==> config.mk <==
export PLATFORM = sky130hd
export DESIGN_NAME = wheel_tilt_crash_detector_unit
export DESIGN_NICKNAME = d
export VERILOG_FILES = /design/src/hw/rtl/wtcd_pkg.sv /design/src/hw/rtl/wtcd_regs.sv /design/src/hw/rtl/wtcd_divider.sv /design/src/hw/rtl/wheel_tilt_crash_detector_unit.sv
export SDC_FILE = /design/constraint.sdc
export NUM_CORES = 1
export LEC_CHECK = 0
export BUFFER_PORTS_ARGS = -buffer_cell sky130_fd_sc_hd__buf_2
export CORE_MARGIN = 10
export CORE_UTILIZATION = 33
export CTS_CLUSTER_DIAMETER = 120
export DETAILED_ROUTE_END_ITERATION = 10
export PLACE_DENSITY = 0.61
export SETUP_SLACK_MARGIN = 0.5
export SYNTH_ARGS = -nofsm -noshare
export SYNTH_HDL_FRONTEND = slang
export SYNTH_HIERARCHICAL = 1
export SYNTH_SLANG_ARGS = --single-unit
==> constraint.sdc <==
create_clock -name clk -period 10.8 [get_ports clk]
set_input_delay 2.16 -clock clk [delete_from_list [all_inputs] [get_ports clk]]
set_output_delay 2.16 -clock clk [all_outputs]
set_load 0.005 [all_outputs]
==> src/hw/rtl/wtcd_pkg.sv <==
// ----------------------------------------------------------------------------
// wtcd_pkg: shared types and constants of the wheel/tilt crash detector
// Beat payloads, configuration record, mode and sequencer codes, reset values.
// ----------------------------------------------------------------------------
`default_nettype none

package wtcd_pkg;

    // Configuration port
    localparam int ADDR_WIDTH = 5;
    localparam int DATA_WIDTH = 32;

    localparam logic [2:0] REG_DEBOUNCE     = 3'd0;
    localparam logic [2:0] REG_HOLD         = 3'd1;
    localparam logic [2:0] REG_TIMEOUT      = 3'd2;
    localparam logic [2:0] REG_SPEED_LIMIT  = 3'd3;
    localparam logic [2:0] REG_SPEED_FACTOR = 3'd4;

    localparam logic [15:0] DEBOUNCE_RST     = 16'd40;
    localparam logic [15:0] HOLD_RST         = 16'd5000;
    localparam logic [15:0] TIMEOUT_RST      = 16'd10000;
    localparam logic [7:0]  SPEED_LIMIT_RST  = 8'd5;
    // 0.56 m per pulse times 3600
    localparam logic [15:0] SPEED_FACTOR_RST = 16'd2016;

    // Item commands
    localparam logic CMD_PULSE = 1'b0;
    localparam logic CMD_EVAL  = 1'b1;

    // Divider: one quotient bit per step
    localparam int DIV_STEPS = 16;
    localparam int DIV_CNT_W = $clog2(DIV_STEPS);

    typedef enum logic [1:0] {
        MODE_STOPPED = 2'd0,
        MODE_MOVING  = 2'd1,
        MODE_CRASH   = 2'd2
    } mode_t;

    typedef enum logic [2:0] {
        ST_IDLE,
        ST_PULSE,
        ST_DIVIDE,
        ST_ARM,
        ST_HOLD,
        ST_STOP,
        ST_DONE
    } seq_state_t;

    typedef struct packed {
        logic        command;
        logic [31:0] now_ms;
        logic        tilt1_level;
        logic        tilt2_level;
    } item_t;

    typedef struct packed {
        logic [1:0]  bike_state;
        logic [15:0] speed_kmh;
    } result_t;

    typedef struct packed {
        logic [15:0] debounce_ms;
        logic [15:0] accident_hold_ms;
        logic [15:0] stop_timeout_ms;
        logic [7:0]  accident_speed_kmh;
        logic [15:0] speed_factor;
    } cfg_t;

    typedef struct packed {
        logic        done;
        logic [15:0] quotient;
    } div_status_t;

endpackage

`default_nettype wire

==> src/hw/rtl/wtcd_regs.sv <==
// ----------------------------------------------------------------------------
// wtcd_regs: configuration register file
// APB-style slave holding the five detector settings; zero wait states.
// ----------------------------------------------------------------------------
`default_nettype none

module wtcd_regs
    import wtcd_pkg::*;
(
    input  wire logic                  clk,
    input  wire logic                  rst_n,
    input  wire logic                  psel,
    input  wire logic                  penable,
    input  wire logic                  pwrite,
    input  wire logic [ADDR_WIDTH-1:0] paddr,
    input  wire logic [DATA_WIDTH-1:0] pwdata,
    output logic      [DATA_WIDTH-1:0] prdata,
    output logic                       pready,
    output cfg_t                       cfg
);

    cfg_t       cfg_reg;
    logic [2:0] index;
    logic       write_en;

    assign index    = paddr[ADDR_WIDTH-1:2];
    assign pready   = 1'b1;
    assign write_en = psel && penable && pwrite && pready;
    assign cfg      = cfg_reg;

    always_ff @(posedge clk or negedge rst_n)
    begin
        if (!rst_n)
        begin
            cfg_reg.debounce_ms        <= DEBOUNCE_RST;
            cfg_reg.accident_hold_ms   <= HOLD_RST;
            cfg_reg.stop_timeout_ms    <= TIMEOUT_RST;
            cfg_reg.accident_speed_kmh <= SPEED_LIMIT_RST;
            cfg_reg.speed_factor       <= SPEED_FACTOR_RST;
        end
        else if (write_en)
        begin
            unique case (index)
                REG_DEBOUNCE:     cfg_reg.debounce_ms        <= pwdata[15:0];
                REG_HOLD:         cfg_reg.accident_hold_ms   <= pwdata[15:0];
                REG_TIMEOUT:      cfg_reg.stop_timeout_ms    <= pwdata[15:0];
                REG_SPEED_LIMIT:  cfg_reg.accident_speed_kmh <= pwdata[7:0];
                REG_SPEED_FACTOR: cfg_reg.speed_factor       <= pwdata[15:0];
                default:          ;
            endcase
        end
    end

    always_comb
    begin
        unique case (index)
            REG_DEBOUNCE:     prdata = DATA_WIDTH'(cfg_reg.debounce_ms);
            REG_HOLD:         prdata = DATA_WIDTH'(cfg_reg.accident_hold_ms);
            REG_TIMEOUT:      prdata = DATA_WIDTH'(cfg_reg.stop_timeout_ms);
            REG_SPEED_LIMIT:  prdata = DATA_WIDTH'(cfg_reg.accident_speed_kmh);
            REG_SPEED_FACTOR: prdata = DATA_WIDTH'(cfg_reg.speed_factor);
            default:          prdata = '0;
        endcase
    end

endmodule

`default_nettype wire

==> src/hw/rtl/wtcd_divider.sv <==
// ----------------------------------------------------------------------------
// wtcd_divider: serial restoring divider for the speed quotient
// 16-bit dividend over a time-wide divisor, one quotient bit per cycle.
// ----------------------------------------------------------------------------
`default_nettype none

module wtcd_divider
    import wtcd_pkg::*;
#(
    parameter int TIME_WIDTH = 32
)
(
    input  wire logic                  clk,
    input  wire logic                  rst_n,
    input  wire logic                  start,
    input  wire logic [15:0]           dividend,
    input  wire logic [TIME_WIDTH-1:0] divisor,
    output div_status_t                status
);

    logic [16:0]          rem_reg, rem_next;
    logic [15:0]          quo_reg, quo_next;
    logic [15:0]          div_reg;
    logic                 big_reg;
    logic [DIV_CNT_W-1:0] count_reg;
    logic                 busy_reg;
    logic                 done_reg;
    logic                 hi_nz;
    logic [16:0]          shifted;
    logic                 ge;

    // A divisor above 16 bits always gives a zero quotient
    if (TIME_WIDTH > 16)
    begin : g_wide
        assign hi_nz = |divisor[TIME_WIDTH-1:16];
    end
    else
    begin : g_narrow
        assign hi_nz = 1'b0;
    end

    // A zero divisor never fails the compare, so the quotient saturates on its own
    always_comb
    begin
        shifted  = {rem_reg[15:0], quo_reg[15]};
        ge       = !big_reg && (shifted >= {1'b0, div_reg});
        rem_next = ge ? (shifted - {1'b0, div_reg}) : shifted;
        quo_next = {quo_reg[14:0], ge};
    end

    always_ff @(posedge clk or negedge rst_n)
    begin
        if (!rst_n)
        begin
            busy_reg  <= 1'b0;
            done_reg  <= 1'b0;
            count_reg <= '0;
        end
        else
        begin
            done_reg <= 1'b0;
            if (start)
            begin
                busy_reg  <= 1'b1;
                count_reg <= '0;
            end
            else if (busy_reg)
            begin
                count_reg <= count_reg + 1'b1;
                if (count_reg == DIV_CNT_W'(DIV_STEPS - 1))
                begin
                    busy_reg <= 1'b0;
                    done_reg <= 1'b1;
                end
            end
        end
    end

    always_ff @(posedge clk)
    begin
        if (start)
        begin
            rem_reg <= '0;
            quo_reg <= dividend;
            div_reg <= divisor[15:0];
            big_reg <= hi_nz;
        end
        else if (busy_reg)
        begin
            rem_reg <= rem_next;
            quo_reg <= quo_next;
        end
    end

    assign status.done     = done_reg;
    assign status.quotient = quo_reg;

endmodule

`default_nettype wire

==> src/hw/rtl/wheel_tilt_crash_detector_unit.sv <==
// ----------------------------------------------------------------------------
// wheel_tilt_crash_detector_unit: wheel pulse and tilt crash detector
//
// Input channel (item_valid/item_stall/item) carries wheel pulse beats and
// evaluate beats with two tilt levels. Output channel (result_valid/
// result_stall/result) returns one beat per item: bike state after the item
// and the speed computed by an evaluate beat (zero for a pulse).
// Steps: a pulse passes a debounce step and then the final step; an evaluate
// runs the serial divider, one quotient bit per cycle, then the arm step and,
// in moving mode, the hold check and, unless that crashes, the stop check. One
// item is in work at a time; item_stall stays high from accept until the
// result is loaded into the output register, and no new item is taken until then.
// A finished result waits in the output register while the next item is
// accepted; if the receiver stalls, that next item holds in its final step
// until the register frees up.
// Reset clears the mode, pulse times, arm flag and output valid, and loads
// the configuration defaults. The user must see that the APB port writes
// settings only while idle; the block itself does not enforce it.
// ----------------------------------------------------------------------------
`default_nettype none

module wheel_tilt_crash_detector_unit
    import wtcd_pkg::*;
#(
    parameter int TIME_WIDTH = 32
)
(
    input  wire logic                  clk,
    input  wire logic                  rst_n,
    input  wire logic                  item_valid,
    output logic                       item_stall,
    input  wire item_t                 item,
    output logic                       result_valid,
    input  wire logic                  result_stall,
    output result_t                    result,
    input  wire logic                  psel,
    input  wire logic                  penable,
    input  wire logic                  pwrite,
    input  wire logic [ADDR_WIDTH-1:0] paddr,
    input  wire logic [DATA_WIDTH-1:0] pwdata,
    output logic      [DATA_WIDTH-1:0] prdata,
    output logic                       pready
);

    cfg_t        cfg;
    div_status_t div_status;

    seq_state_t  state_reg, state_next;
    mode_t       mode_reg, mode_next;
    logic        armed_reg, armed_next;
    logic [TIME_WIDTH-1:0] last_reg, last_next;
    logic [TIME_WIDTH-1:0] prev_reg, prev_next;
    logic [TIME_WIDTH-1:0] arm_time_reg, arm_time_next;

    logic                  cmd_reg;
    logic [TIME_WIDTH-1:0] now_reg;
    logic                  tilt1_reg, tilt2_reg;
    logic [15:0]           speed_reg, speed_next;

    logic                  result_valid_reg, result_valid_next;
    result_t               result_reg, result_next;

    logic                  accept;
    logic                  div_start;
    logic [TIME_WIDTH-1:0] interval;
    logic [TIME_WIDTH-1:0] cmp_base;
    logic [15:0]           cmp_limit;
    logic [TIME_WIDTH-1:0] cmp_diff;
    logic                  cmp_gt;
    logic                  tilted, upright;

    wtcd_regs u_regs (
        .clk     (clk),
        .rst_n   (rst_n),
        .psel    (psel),
        .penable (penable),
        .pwrite  (pwrite),
        .paddr   (paddr),
        .pwdata  (pwdata),
        .prdata  (prdata),
        .pready  (pready),
        .cfg     (cfg)
    );

    wtcd_divider #(
        .TIME_WIDTH (TIME_WIDTH)
    ) u_divider (
        .clk      (clk),
        .rst_n    (rst_n),
        .start    (div_start),
        .dividend (cfg.speed_factor),
        .divisor  (interval),
        .status   (div_status)
    );

    assign item_stall   = (state_reg != ST_IDLE);
    assign accept       = item_valid && !item_stall;
    assign div_start    = accept && (item.command == CMD_EVAL);
    assign interval     = last_reg - prev_reg;
    assign result_valid = result_valid_reg;
    assign result       = result_reg;

    assign tilted  = !tilt1_reg || !tilt2_reg;
    assign upright = tilt1_reg && tilt2_reg;

    // Shared wrapping time compare: (now - base) > limit
    always_comb
    begin
        unique case (state_reg)
            ST_HOLD:
            begin
                cmp_base  = arm_time_reg;
                cmp_limit = cfg.accident_hold_ms;
            end
            ST_STOP:
            begin
                cmp_base  = last_reg;
                cmp_limit = cfg.stop_timeout_ms;
            end
            default:
            begin
                cmp_base  = last_reg;
                cmp_limit = cfg.debounce_ms;
            end
        endcase
        cmp_diff = now_reg - cmp_base;
        cmp_gt   = cmp_diff > TIME_WIDTH'(cmp_limit);
    end

    always_comb
    begin
        state_next        = state_reg;
        mode_next         = mode_reg;
        armed_next        = armed_reg;
        last_next         = last_reg;
        prev_next         = prev_reg;
        arm_time_next     = arm_time_reg;
        speed_next        = speed_reg;
        result_next       = result_reg;
        result_valid_next = result_valid_reg && result_stall;

        unique case (state_reg)
            ST_IDLE:
            begin
                if (accept)
                begin
                    speed_next = '0;
                    state_next = (item.command == CMD_EVAL) ? ST_DIVIDE : ST_PULSE;
                end
            end
            ST_PULSE:
            begin
                if (cmp_gt)
                begin
                    if (mode_reg == MODE_STOPPED)
                    begin
                        mode_next = MODE_MOVING;
                    end
                    prev_next = last_reg;
                    last_next = now_reg;
                end
                state_next = ST_DONE;
            end
            ST_DIVIDE:
            begin
                if (div_status.done)
                begin
                    speed_next = div_status.quotient;
                    state_next = ST_ARM;
                end
            end
            ST_ARM:
            begin
                priority case (mode_reg)
                    MODE_MOVING:
                    begin
                        if (tilted && !armed_reg
                            && (speed_reg > 16'(cfg.accident_speed_kmh)))
                        begin
                            armed_next    = 1'b1;
                            arm_time_next = now_reg;
                        end
                        else if (armed_reg && upright)
                        begin
                            armed_next = 1'b0;
                        end
                        state_next = ST_HOLD;
                    end
                    MODE_CRASH:
                    begin
                        if (upright)
                        begin
                            mode_next = MODE_STOPPED;
                        end
                        state_next = ST_DONE;
                    end
                    default:
                    begin
                        state_next = ST_DONE;
                    end
                endcase
            end
            ST_HOLD:
            begin
                if (armed_reg && cmp_gt)
                begin
                    mode_next  = MODE_CRASH;
                    state_next = ST_DONE;
                end
                else
                begin
                    state_next = ST_STOP;
                end
            end
            ST_STOP:
            begin
                if (cmp_gt)
                begin
                    mode_next  = MODE_STOPPED;
                    armed_next = 1'b0;
                end
                state_next = ST_DONE;
            end
            ST_DONE:
            begin
                // Hold until the output register is free
                if (!result_valid_reg || !result_stall)
                begin
                    result_next.bike_state = mode_reg;
                    result_next.speed_kmh  = speed_reg;
                    result_valid_next      = 1'b1;
                    state_next             = ST_IDLE;
                end
            end
            default:
            begin
                state_next = ST_IDLE;
            end
        endcase
    end

    always_ff @(posedge clk or negedge rst_n)
    begin
        if (!rst_n)
        begin
            state_reg        <= ST_IDLE;
            mode_reg         <= MODE_STOPPED;
            armed_reg        <= 1'b0;
            last_reg         <= '0;
            prev_reg         <= '0;
            arm_time_reg     <= '0;
            result_valid_reg <= 1'b0;
        end
        else
        begin
            state_reg        <= state_next;
            mode_reg         <= mode_next;
            armed_reg        <= armed_next;
            last_reg         <= last_next;
            prev_reg         <= prev_next;
            arm_time_reg     <= arm_time_next;
            result_valid_reg <= result_valid_next;
        end
    end

    always_ff @(posedge clk)
    begin
        if (accept)
        begin
            cmd_reg   <= item.command;
            now_reg   <= TIME_WIDTH'(item.now_ms);
            tilt1_reg <= item.tilt1_level;
            tilt2_reg <= item.tilt2_level;
        end
        speed_reg  <= speed_next;
        result_reg <= result_next;
    end

    // Checks

    a_result_from_done: assert property (@(posedge clk) disable iff (!rst_n)
        $rose(result_valid) |-> $past(state_reg == ST_DONE))
        else $error("result beat raised outside the final step");

    a_div_done_in_divide: assert property (@(posedge clk) disable iff (!rst_n)
        div_status.done |-> (state_reg == ST_DIVIDE))
        else $error("divider finished while the sequencer was not waiting");

    a_accept_leaves_idle: assert property (@(posedge clk) disable iff (!rst_n)
        accept |=> (state_reg != ST_IDLE))
        else $error("accepted item did not start the sequencer");

    a_pulse_path: assert property (@(posedge clk) disable iff (!rst_n)
        (state_reg == ST_PULSE) |-> (cmd_reg == CMD_PULSE) && (speed_reg == 16'd0))
        else $error("pulse step entered for an evaluate item");

endmodule

`default_nettype wire

==> metrics.yaml, run 1 <==
synth_largest_area_cell: "sky130_fd_sc_hd__dfrtp_1"
worst-endpoint-arrival_ps: 7330
filler_cells_inserted: 5049
syn-mean-instance-area_um2: 11.3
final-setup-viol-count: 0
final-instance-count-excl-fill: 2315
routed_wire_length_per_instance_um: 17.2
gr-usage-met1: 0.164
starting_density_of_the_core: 0.335
grt_setup_unrepaired: "false"
fin_crit_ps: 6930
gp_routability_congestion: 0.874
clk_root_buffer_cell: "sky130_fd_sc_hd__clkbuf_16"
first_global_vias: 12100
drt_drc_violations_left: 0
max-clock-path-buffers: 3
fp-row-count: 83
residual_overflow_from_global_routing: 0
ys_seq_area_frac: 0.459
yosys_most_used_dff: "sky130_fd_sc_hd__dfrtp_1"
busiest_layer: "met2"
largest_register_ff_count: 72
utilization: 0.376
timing.max_slew.rel_slack: 0.255
total_power_divided_by_cell_area_nw_per_um2: 311
max_slew.worst_pin.slew_ps: 1120
setup-tns-final_ps: 0
antenna_found_initial: 2
drive_gt1_frac: 0.208
synth-seq-cells: 298
clkSinkCount: 298
hold_viol_final: 0
netlist.area_leader.share: 0.234
cts-hold-fix-buffers: 0
number_of_buffer_and_inverter_instances_along_the_worst_setup_path: 4
post_cts_repair_timing_setup_buffer_count: 0
crit_path_frequent_cell: "sky130_fd_sc_hd__a21oi_1"
io_buffers: 96
clk_skew_ps: 29.3
switchingPower_mw: 2.35
route.antenna.remaining_nets: 0
max_cap_viol_count: 0
routed_wirelength_um: 39700
num_io_pins: 132
syn_to_final_growth_pct: 12.4
status: "finished, final reports clean"
end_kind: "flop"
first_pass_iters: 5
fmaxAchievable_ghz: 0.144
core_region_area_um2: 51500
grt_use_total: 0.127
dieHeight_um: 249
most_frequent_cell_after_synthesis: "sky130_fd_sc_hd__dfrtp_1"
ir_worst_vdd_uv: 183
cell_internal_pwr_mw: 3.68
p_comb_frac: 0.492
cts_resized: 0
worst_ep_required_time_ps: 11200
cts-buffers-inserted: 34
final.period_utilization: 0.642
power.total_mw: 6.03
synth.distinct_cells: 92
nets: 1794
h-tree-depth: 2
synth.area.top_cells: "sky130_fd_sc_hd__dfrtp_1, sky130_fd_sc_hd__edfxtp_1, sky130_fd_sc_hd__mux2_2"
floorplan.die_area_um2: 61800
clk_pin_slew_ps: 60
place_worst_setup_slack_ps: 3880
placed_cells: 2253
detailedRoute.firstIterationViolations: 810
synth_cells: 1528
post_synth_instance_area_um2: 17200
static-leakage-power_nw: 8.13
slew_violations: 0
clock_latency_ps: 540
cts_tree: "built"
async_reset_ff_frac: 0.607
cp-start-kind: "flop"
grt_util_met2: 0.216
max_stage_delay_ps: 620
timing.critical_path.slowest_stage_cell: "sky130_fd_sc_hd__dfrtp_1"
place_hpwl_um: 29000
critical-path-top-delay-family: "simple AND/OR/NAND/NOR gates"
power.share.clock: 0.196
die-width_um: 249
grt_first_pass_wirelength_um: 65800
criticalPathCategory: "reg2reg"
swShare: 0.390
grt_util_met3: 0.0230
synth_common_cells: "sky130_fd_sc_hd__dfrtp_1, sky130_fd_sc_hd__mux2_2, sky130_fd_sc_hd__ha_1, sky130_fd_sc_hd__edfxtp_1, sky130_fd_sc_hd__a21oi_1"
vias: 11800
ys.warnings.count: 6
worst_slack_ps: 3870
detail_route.vias_per_cell: 5.10
power.share.sequential: 0.312
hold_path_class: "reg2reg"
diodes: 0
synth_enable_flop_cells: 101
grt_max_degree: 104
peak_fanout_along_the_critical_path: 65
layer usage:
metal / up-vias / part of all wire
met2: 230 / 0.48
li1: 5745 / -
met1: 5775 / 0.45
met4: 2 / 0.021
met3: 52 / 0.042
met5: - / 0.00033
area by class of cell:
class | instances | area, µm² | area share
multi-input cells | 1085 | 8600 | 0.443
flip-flops and latches | 298 | 7910 | 0.408
clock buffers | 45 | 945 | 0.0487
well taps | 680 | 851 | 0.0439
repair buffers | 109 | 584 | 0.0301
inverters | 81 | 304 | 0.0157
clock inverters | 17 | 200 | 0.0103
placed cells by master, fill, tap and decap left out, types with 59 or more instances in the layout:
| cell | n |
|---|---|
| sky130_fd_sc_hd__dfrtp_1 | 161 |
| sky130_fd_sc_hd__mux2_2 | 119 |
| sky130_fd_sc_hd__ha_1 | 103 |
| sky130_fd_sc_hd__edfxtp_1 | 101 |
| sky130_fd_sc_hd__a21oi_1 | 99 |
| sky130_fd_sc_hd__buf_2 | 95 |
| sky130_fd_sc_hd__nor2_1 | 88 |
| sky130_fd_sc_hd__inv_1 | 80 |
| sky130_fd_sc_hd__nand2_1 | 64 |
| sky130_fd_sc_hd__mux2_1 | 63 |
| sky130_fd_sc_hd__o21ai_0 | 60 |
| sky130_fd_sc_hd__mux2i_1 | 59 |
power by group through the flow:
stage / registers [mW] / clock network [mW] / logic (mW)
2_1_floorplan: 1.80 / 0 / 2.39
3_3_place_gp: 1.89 / 0 / 2.89
3_5_place_dp: 1.91 / 0 / 2.96
4_1_cts: 1.89 / 1.22 / 2.98
5_1_grt: 1.94 / 1.26 / 3.36
6_report: 1.88 / 1.18 / 2.97
stage by stage:
stage | hold WS, ps | instance area (µm²)
floorplan | 426 | 17300
global placement | 442 | 18200
detailed placement | 444 | 18200
CTS | 457 | 19400
global route | 468 | 19400
finish | 455 | 19400
cell families (layout without fill, tap and decap cells):
kind of cell             Yosys count  in the layout  synth area share
AO/OA/AOI/OAI                    324            324             0.121
AND/OR/NAND/NOR                  323            323            0.0998
flip-flops                       298            298             0.459
multiplexers                     251            251             0.162
buffers and inverters            160            252            0.0481
adder cells (fa/ha/maj)          106            106            0.0782
XOR/XNOR                          64             64            0.0325
other                              2             17          0.000435
path summary, 6_finish.rpt:
kind                       slack [ps]  cells past startpoint           from        endpoint
setup / recovery                 3870                     28   state_reg[2]    prev_reg[27]
hold / removal                    450                      0  speed_reg[14]      result[14]
setup reg to reg                 3870                     28   state_reg[2]    prev_reg[27]
hold reg to reg                   450                      0  speed_reg[14]      result[14]
max in group asynchronous        7530                      2          rst_n    prev_reg[14]
min in group asynchronous        1710                      1          rst_n  u_regs/cfg[64]
Note: power is estimated with default switching activity, not from simulation.
==> inputs of run 2 (changes only) <==
==> constraint.sdc (replaced) <==
create_clock -name clk -period 6.4 [get_ports clk]
set_input_delay 1.28 -clock clk [delete_from_list [all_inputs] [get_ports clk]]
set_output_delay 1.28 -clock clk [all_outputs]
set_load 0.005 [all_outputs]
==> run 2 against run 1 <==
Net effect: via count rose by 1.1%; die area did not move; clock power rose by 64%; non-clock buffer count rose by 16; cell area rose by 0.98%; largest cell class unchanged.
==> metrics.yaml, run 2 (same netlist as run 1, synthesis figures left out) <==
status: "finished, final reports clean"
power.share.clock: 0.189  # -0.007
leading_cell_type_in_the_layout_fill_and_taps_excluded: "sky130_fd_sc_hd__dfrtp_1"
total_power_divided_by_cell_area_nw_per_um2: 524  # +68%
syn_to_final_growth_pct: 13.5
p_comb_frac: 0.503  # +0.011
fmaxAchievable_ghz: 0.178  # +24%
largest_register_ff_count: 72  # unchanged
cts-buffers-inserted: 34  # unchanged
max_stage_delay_ps: 380  # -240 ps
worst_ep_required_time_ps: 6790  # -4410 ps
worst_slack_ps: 791  # -3080 ps
diodes: 0  # unchanged
hold_viol_final: 0  # unchanged
static-leakage-power_nw: 8.21  # +0.95%
utilization: 0.380  # +0.00369
residual_overflow_from_global_routing: 0  # unchanged
criticalPathCategory: "reg2reg"
end_kind: "flop"
routed_wirelength_um: 40600  # +2.3%
peak_fanout_along_the_critical_path: 16  # -75%
setup-tns-final_ps: 0  # unchanged
swShare: 0.394  # +0.00427
number_of_buffer_and_inverter_instances_along_the_worst_setup_path: 7  # +3
nets: 1810  # +0.89%
power.share.sequential: 0.308  # -0.004
first_global_vias: 12000  # -1.6%
grt_setup_unrepaired: "false"
detail_route.vias_per_cell: 5.12  # +0.39%
clk_root_buffer_cell: "sky130_fd_sc_hd__clkbuf_16"
cp-start-kind: "flop"
placed_cells: 2257  # +0.18%
floorplan.die_area_um2: 61800  # unchanged
timing.max_slew.rel_slack: 0.265  # +0.00959
h-tree-depth: 2  # unchanged
max-clock-path-buffers: 3  # unchanged
fp-row-count: 83  # unchanged
worst-endpoint-arrival_ps: 6000  # -1330 ps
hold_path_class: "reg2reg"
clkSinkCount: 298  # unchanged
cts-hold-fix-buffers: 0  # unchanged
clk_skew_ps: 20.6  # -8.75 ps
core_region_area_um2: 51500  # unchanged
fin_crit_ps: 5610  # -1320 ps
detailedRoute.firstIterationViolations: 779  # -3.8%
cts_tree: "built"
final-setup-viol-count: 0  # unchanged
final-instance-count-excl-fill: 2331  # +0.69%
highest_count_cells_in_the_layout_ignoring_fill_and_taps: "sky130_fd_sc_hd__dfrtp_1, sky130_fd_sc_hd__mux2_2, sky130_fd_sc_hd__edfxtp_1, sky130_fd_sc_hd__ha_1, sky130_fd_sc_hd__a21oi_1"
place_worst_setup_slack_ps: 322  # -3560 ps
timing.critical_path.slowest_stage_cell: "sky130_fd_sc_hd__dfrtp_1"
clk_pin_slew_ps: 60  # about the same
switchingPower_mw: 4.05  # +72%
ir_worst_vdd_uv: 227  # +24%
antenna_found_initial: 3  # +1
drive_gt1_frac: 0.222  # +0.0143
drt_drc_violations_left: 0  # unchanged
r2r_slack_ps: 790  # -3080 ps
grt_max_degree: 89  # -14%
grt_use_total: 0.126  # -0.00177
final.period_utilization: 0.876  # +0.235
max_cap_viol_count: 0  # unchanged
clock_latency_ps: 530  # about the same
io_buffers: 96  # unchanged
num_io_pins: 132  # unchanged
place_hpwl_um: 29100  # +0.25%
starting_density_of_the_core: 0.335  # unchanged
die-width_um: 249  # unchanged
layout.area.seq_um2: 7910  # unchanged
max_slew.worst_pin.slew_ps: 1100  # -14.4 ps
first_pass_iters: 5  # unchanged
vias: 11900  # +1.1%
gp_routability_congestion: 0.856  # -2.0%
filler_cells_inserted: 5034  # -0.30%
route.antenna.remaining_nets: 0  # unchanged
routed_wire_length_per_instance_um: 17.4  # +1.5%
cell_internal_pwr_mw: 6.21  # +69%
dieHeight_um: 249  # unchanged
slew_violations: 0  # unchanged
grt_first_pass_wirelength_um: 64900  # -1.5%
crit_path_frequent_cell: "sky130_fd_sc_hd__a21oi_1"
fin_hold_ws_ps: 450  # -5.18 ps
area_taken_by_multi_input_logic_gates_um2: 8650  # +0.61%
critical-path-top-delay-family: "simple AND/OR/NAND/NOR gates"
[run 2: cell types whose count changed in the layout (fill, tap and decap cells not counted), moves of 3 or more]
cell	change
sky130_fd_sc_hd__clkbuf_8	+4
sky130_fd_sc_hd__clkinv_4	+3
sky130_fd_sc_hd__ha_2	+3
sky130_fd_sc_hd__ha_1	-3
sky130_fd_sc_hd__clkinv_2	-6
sky130_fd_sc_hd__bufinv_16	-3
sky130_fd_sc_hd__buf_4	+12
[run 2: final cells by class]
| cell class | count | area share |
|---|---|---|
| Multi-Input combinational cell | 1085 | 0.442 |
| Clock buffer | 51 | 0.0514 |
| Sequential cell | 298 | 0.404 |
| Tap cell | 680 | 0.0435 |
| Clock inverter | 11 | 0.00556 |
| Timing Repair Buffer | 125 | 0.0383 |
| Inverter | 81 | 0.0155 |
[run 2: per-stage QoR]
stage,instance area [µm²],power [mW]
2_1_floorplan,17300,7.07
3_3_place_gp,18300,8.09
3_5_place_dp,18300,8.23
4_1_cts,19500,10.2
5_1_grt,19600,11.1
6_report,19600,10.3
[run 2: power groups by stage]
stage                     Sequential, mW  Clock, mW  Combinational (mW)
after floorplan                     3.04          0                4.04
after global placement              3.17          0                4.92
after detailed placement            3.20          0                5.04
after CTS                           3.17       1.99                5.09
after global routing                3.25       2.08                5.81
final                               3.16       1.93                5.16
[run 2: final timing paths]
kind / from / endpoint / depth (start not counted)
hold / removal: speed_reg[12] / result[12] / 0
min in group asynchronous: rst_n / u_regs/cfg[60] / 1
max in group asynchronous: rst_n / u_divider/count_reg[1] / 2
hold reg to reg: speed_reg[12] / result[12] / 0
setup / recovery: state_reg[2] / last_reg[31] / 30
setup reg to reg: state_reg[2] / last_reg[31] / 30
[run 2: repair_timing]
item | CTS | global route
cloned | 0 | 2
buffers inserted | 8 | 2
pin swaps | 2 | 10
endpoints found under the setup margin | 63 | 64
resized for setup | 0 | 20
[run 2: per-layer routing]
| layer | track usage | wire [µm] | vias to the layer above |
|---|---|---|---|
| met4 | 0.0394 | 1110 | 4 |
| met1 | 0.163 | 18800 | 5883 |
| met5 | 0 | 25 | - |
| met2 | 0.207 | 19100 | 214 |
| met3 | 0.0240 | 1600 | 72 |
| li1 | - | - | 5759 |
==> inputs of run 3 (changes only) <==
--- a/config.mk
+++ b/config.mk
@@ -10,7 +10,7 @@
 export CORE_UTILIZATION = 33
 export CTS_CLUSTER_DIAMETER = 120
 export DETAILED_ROUTE_END_ITERATION = 10
-export PLACE_DENSITY = 0.61
+export PLACE_DENSITY_LB_ADDON = 0.3
 export SETUP_SLACK_MARGIN = 0.5
 export SYNTH_ARGS = -nofsm -noshare
 export SYNTH_HDL_FRONTEND = slang
==> constraint.sdc (replaced) <==
create_clock -name clk -period 6.95 [get_ports clk]
set_input_delay 1.39 -clock clk [delete_from_list [all_inputs] [get_ports clk]]
set_output_delay 1.39 -clock clk [all_outputs]
set_load 0.005 [all_outputs]
==> run 3 against run 2 <==
Net effect: routed wire length fell by 1.7%; clock skew rose by 6.3 ps; fmax is 4.1% lower.
==> metrics.yaml, run 3 (same netlist as run 1, synthesis figures left out) <==
place_hpwl_um: 29100  # about the same
clk_root_buffer_cell: "sky130_fd_sc_hd__clkbuf_16"
core_region_area_um2: 51500  # unchanged
grt_use_total: 0.127  # +0.00129
max_cap_viol_count: 0  # unchanged
r2r_startpoint: "state_reg[1]"
max-clock-path-buffers: 3  # unchanged
place_worst_setup_slack_ps: 764  # +442 ps
gp_routability_congestion: 0.863  # +0.71%
status: "finished, final reports clean"
clk_pin_slew_ps: 60  # about the same
cts-hold-fix-buffers: 0  # unchanged
total_power_divided_by_cell_area_nw_per_um2: 484  # -7.6%
h-tree-depth: 2  # unchanged
hold_path_startpoint: "speed_reg[11]"
clkSinkCount: 298  # unchanged
detailedRoute.firstIterationViolations: 699  # -10%
num_io_pins: 132  # unchanged
min_path_cells: 0  # unchanged
nets: 1802  # -0.44%
grt_max_degree: 74  # -17%
routed_wirelength_um: 39900  # -1.7%
worst_ep_required_time_ps: 7360  # +570 ps
criticalPathCategory: "reg2reg"
fmaxAchievable_ghz: 0.171  # -4.1%
max_slew.worst_pin.slew_ps: 1130  # +23.8 ps
fin_crit_ps: 5850  # +240 ps
clk_skew_ps: 26.8  # +6.26 ps
antenna_found_initial: 1  # -2
leading_cell_type_in_the_layout_fill_and_taps_excluded: "sky130_fd_sc_hd__dfrtp_1"
largest_register_ff_count: 72  # unchanged
floorplan.die_area_um2: 61800  # unchanged
grt_setup_unrepaired: "false"
worst_slack_ps: 1100  # +310 ps
die-width_um: 249  # unchanged
cts_tree: "built"
static-leakage-power_nw: 8.17  # -0.38%
cts-buffers-inserted: 35  # +2.9%
io_buffers: 96  # unchanged
drt_drc_violations_left: 0  # unchanged
hold_viol_final: 0  # unchanged
first_global_vias: 12000  # +0.13%
clock_latency_ps: 550  # +20 ps
hold_path_end: "result[11]"
first_pass_iters: 5  # unchanged
filler_cells_inserted: 5081  # +0.93%
ir_worst_vdd_uv: 250  # +9.7%
r2r_slack_ps: 1100  # +310 ps
drive_gt1_frac: 0.213  # -0.00939
setup-tns-final_ps: 0  # unchanged
worst_setup_path_startpoint: "state_reg[1]"
syn_to_final_growth_pct: 13.0
detail_route.vias_per_cell: 5.06  # -1.2%
residual_overflow_from_global_routing: 0  # unchanged
end_kind: "flop"
rr_worst_depth: 26  # -13%
dieHeight_um: 249  # unchanged
fp-row-count: 83  # unchanged
grt_first_pass_wirelength_um: 65100  # +0.37%
slew_violations: 0  # unchanged
final-setup-viol-count: 0  # unchanged
highest_count_cells_in_the_layout_ignoring_fill_and_taps: "sky130_fd_sc_hd__dfrtp_1, sky130_fd_sc_hd__mux2_2, sky130_fd_sc_hd__ha_1, sky130_fd_sc_hd__edfxtp_1, sky130_fd_sc_hd__a21oi_1"
crit-reg2reg-capture: "prev_reg[26]"
power.total_mw: 9.43  # -8.1%
routed_wire_length_per_instance_um: 17.2  # -1.5%
vias: 11800  # -1.4%
route.antenna.remaining_nets: 0  # unchanged
starting_density_of_the_core: 0.335  # unchanged
peak_fanout_along_the_critical_path: 59  # +43
cp-start-kind: "flop"
area_taken_by_multi_input_logic_gates_um2: 8610  # -0.51%
worst-endpoint-arrival_ps: 6260  # +260 ps
timing.max_slew.rel_slack: 0.246  # -0.0186
layout.area.seq_um2: 7910  # unchanged
final.period_utilization: 0.842  # -0.0348
hold_path_class: "reg2reg"
-- run 3: changes by cell type in the layout (fill, tap and decap cells not counted), moves of 2 or more --
cell | before | now
sky130_fd_sc_hd__clkinv_2 | 1 | 7
sky130_fd_sc_hd__ha_2 | 3 | 0
sky130_fd_sc_hd__o21ai_2 | 3 | 1
sky130_fd_sc_hd__ha_1 | 100 | 103
sky130_fd_sc_hd__clkbuf_1 | 10 | 6
sky130_fd_sc_hd__inv_6 | 1 | 3
sky130_fd_sc_hd__bufinv_16 | 1 | 4
sky130_fd_sc_hd__buf_4 | 25 | 19
sky130_fd_sc_hd__clkbuf_8 | 5 | 0
-- run 3: worst max-delay path: stages (launching register included) --
cell,delay (ps)
sky130_fd_sc_hd__dfrtp_1,370
sky130_fd_sc_hd__nand2b_1,190
sky130_fd_sc_hd__nor2_4,210
sky130_fd_sc_hd__buf_4,280
sky130_fd_sc_hd__mux2i_1,240
sky130_fd_sc_hd__ha_1,310
sky130_fd_sc_hd__a211o_1,310
sky130_fd_sc_hd__a21oi_1,190
sky130_fd_sc_hd__o21a_1,170
sky130_fd_sc_hd__and2_1,180
sky130_fd_sc_hd__nand2_1,90
sky130_fd_sc_hd__nand2_1,100
sky130_fd_sc_hd__nand2_1,50
sky130_fd_sc_hd__a21oi_1,160
sky130_fd_sc_hd__xnor2_1,100
sky130_fd_sc_hd__ha_1,300
sky130_fd_sc_hd__nand4_1,160
sky130_fd_sc_hd__nor4_1,390
sky130_fd_sc_hd__a221oi_1,150
sky130_fd_sc_hd__a21oi_1,200
sky130_fd_sc_hd__nor4_1,90
sky130_fd_sc_hd__nand4_1,150
sky130_fd_sc_hd__nor4_4,60
sky130_fd_sc_hd__buf_4,170
sky130_fd_sc_hd__nor4b_4,320
sky130_fd_sc_hd__buf_12,320
sky130_fd_sc_hd__mux2_1,370
-- run 3: worst max path at each step --
stage / cells past startpoint / to
after floorplan: 30 / last_reg[10]
after global placement: 24 / last_reg[31]
after detailed placement: 24 / prev_reg[26]
after CTS: 24 / prev_reg[26]
after global routing: 26 / prev_reg[31]
final: 26 / prev_reg[26]
-- run 3: per-layer routing --
| layer | part of all wire | routed length, µm | global-route usage | vias up |
|---|---|---|---|---|
| met5 | 0.00033 | 13 | 0 | - |
| met4 | 0.026 | 1020 | 0.0439 | 2 |
| met3 | 0.037 | 1460 | 0.0210 | 61 |
| met2 | 0.46 | 18500 | 0.206 | 194 |
| met1 | 0.47 | 18900 | 0.168 | 5751 |
| li1 | - | - | - | 5756 |
-- run 3: cell type report --
cell class / instances / share of cell area
Sequential cell: 298 / 0.406
Multi-Input combinational cell: 1085 / 0.442
Inverter: 81 / 0.0156
Clock inverter: 22 / 0.0122
Tap cell: 680 / 0.0437
Clock buffer: 42 / 0.0474
Timing Repair Buffer: 116 / 0.0333
Antenna cell: 1 / 0.000128
-- run 3: power by group --
part | internal (mW) | switching [mW]
logic | 2.11 | 2.55
registers | 2.51 | 0.393
clock network | 1.11 | 0.759
total | 5.73 | 3.70
-- run 3: through the flow --
| stage | utilization | instances | hold slack (ps) | area (µm²) |
|---|---|---|---|---|
| 2_1_floorplan | - | 1543 | 426 | 17300 |
| 3_3_place_gp | 0.355 | 2258 | 440 | 18300 |
| 3_5_place_dp | 0.355 | 2258 | 443 | 18300 |
| 4_1_cts | 0.378 | 2322 | 460 | 19400 |
| 5_1_grt | 0.378 | 2324 | 475 | 19500 |
| 6_report | 0.378 | 2325 | 456 | 19500 |
-- run 3: repair_timing --
item | 4_1_cts | 5_1_grt
setup buffers | 0 | 2
gates resized for setup | 0 | 4
endpoints found under the setup margin | 0 | 59
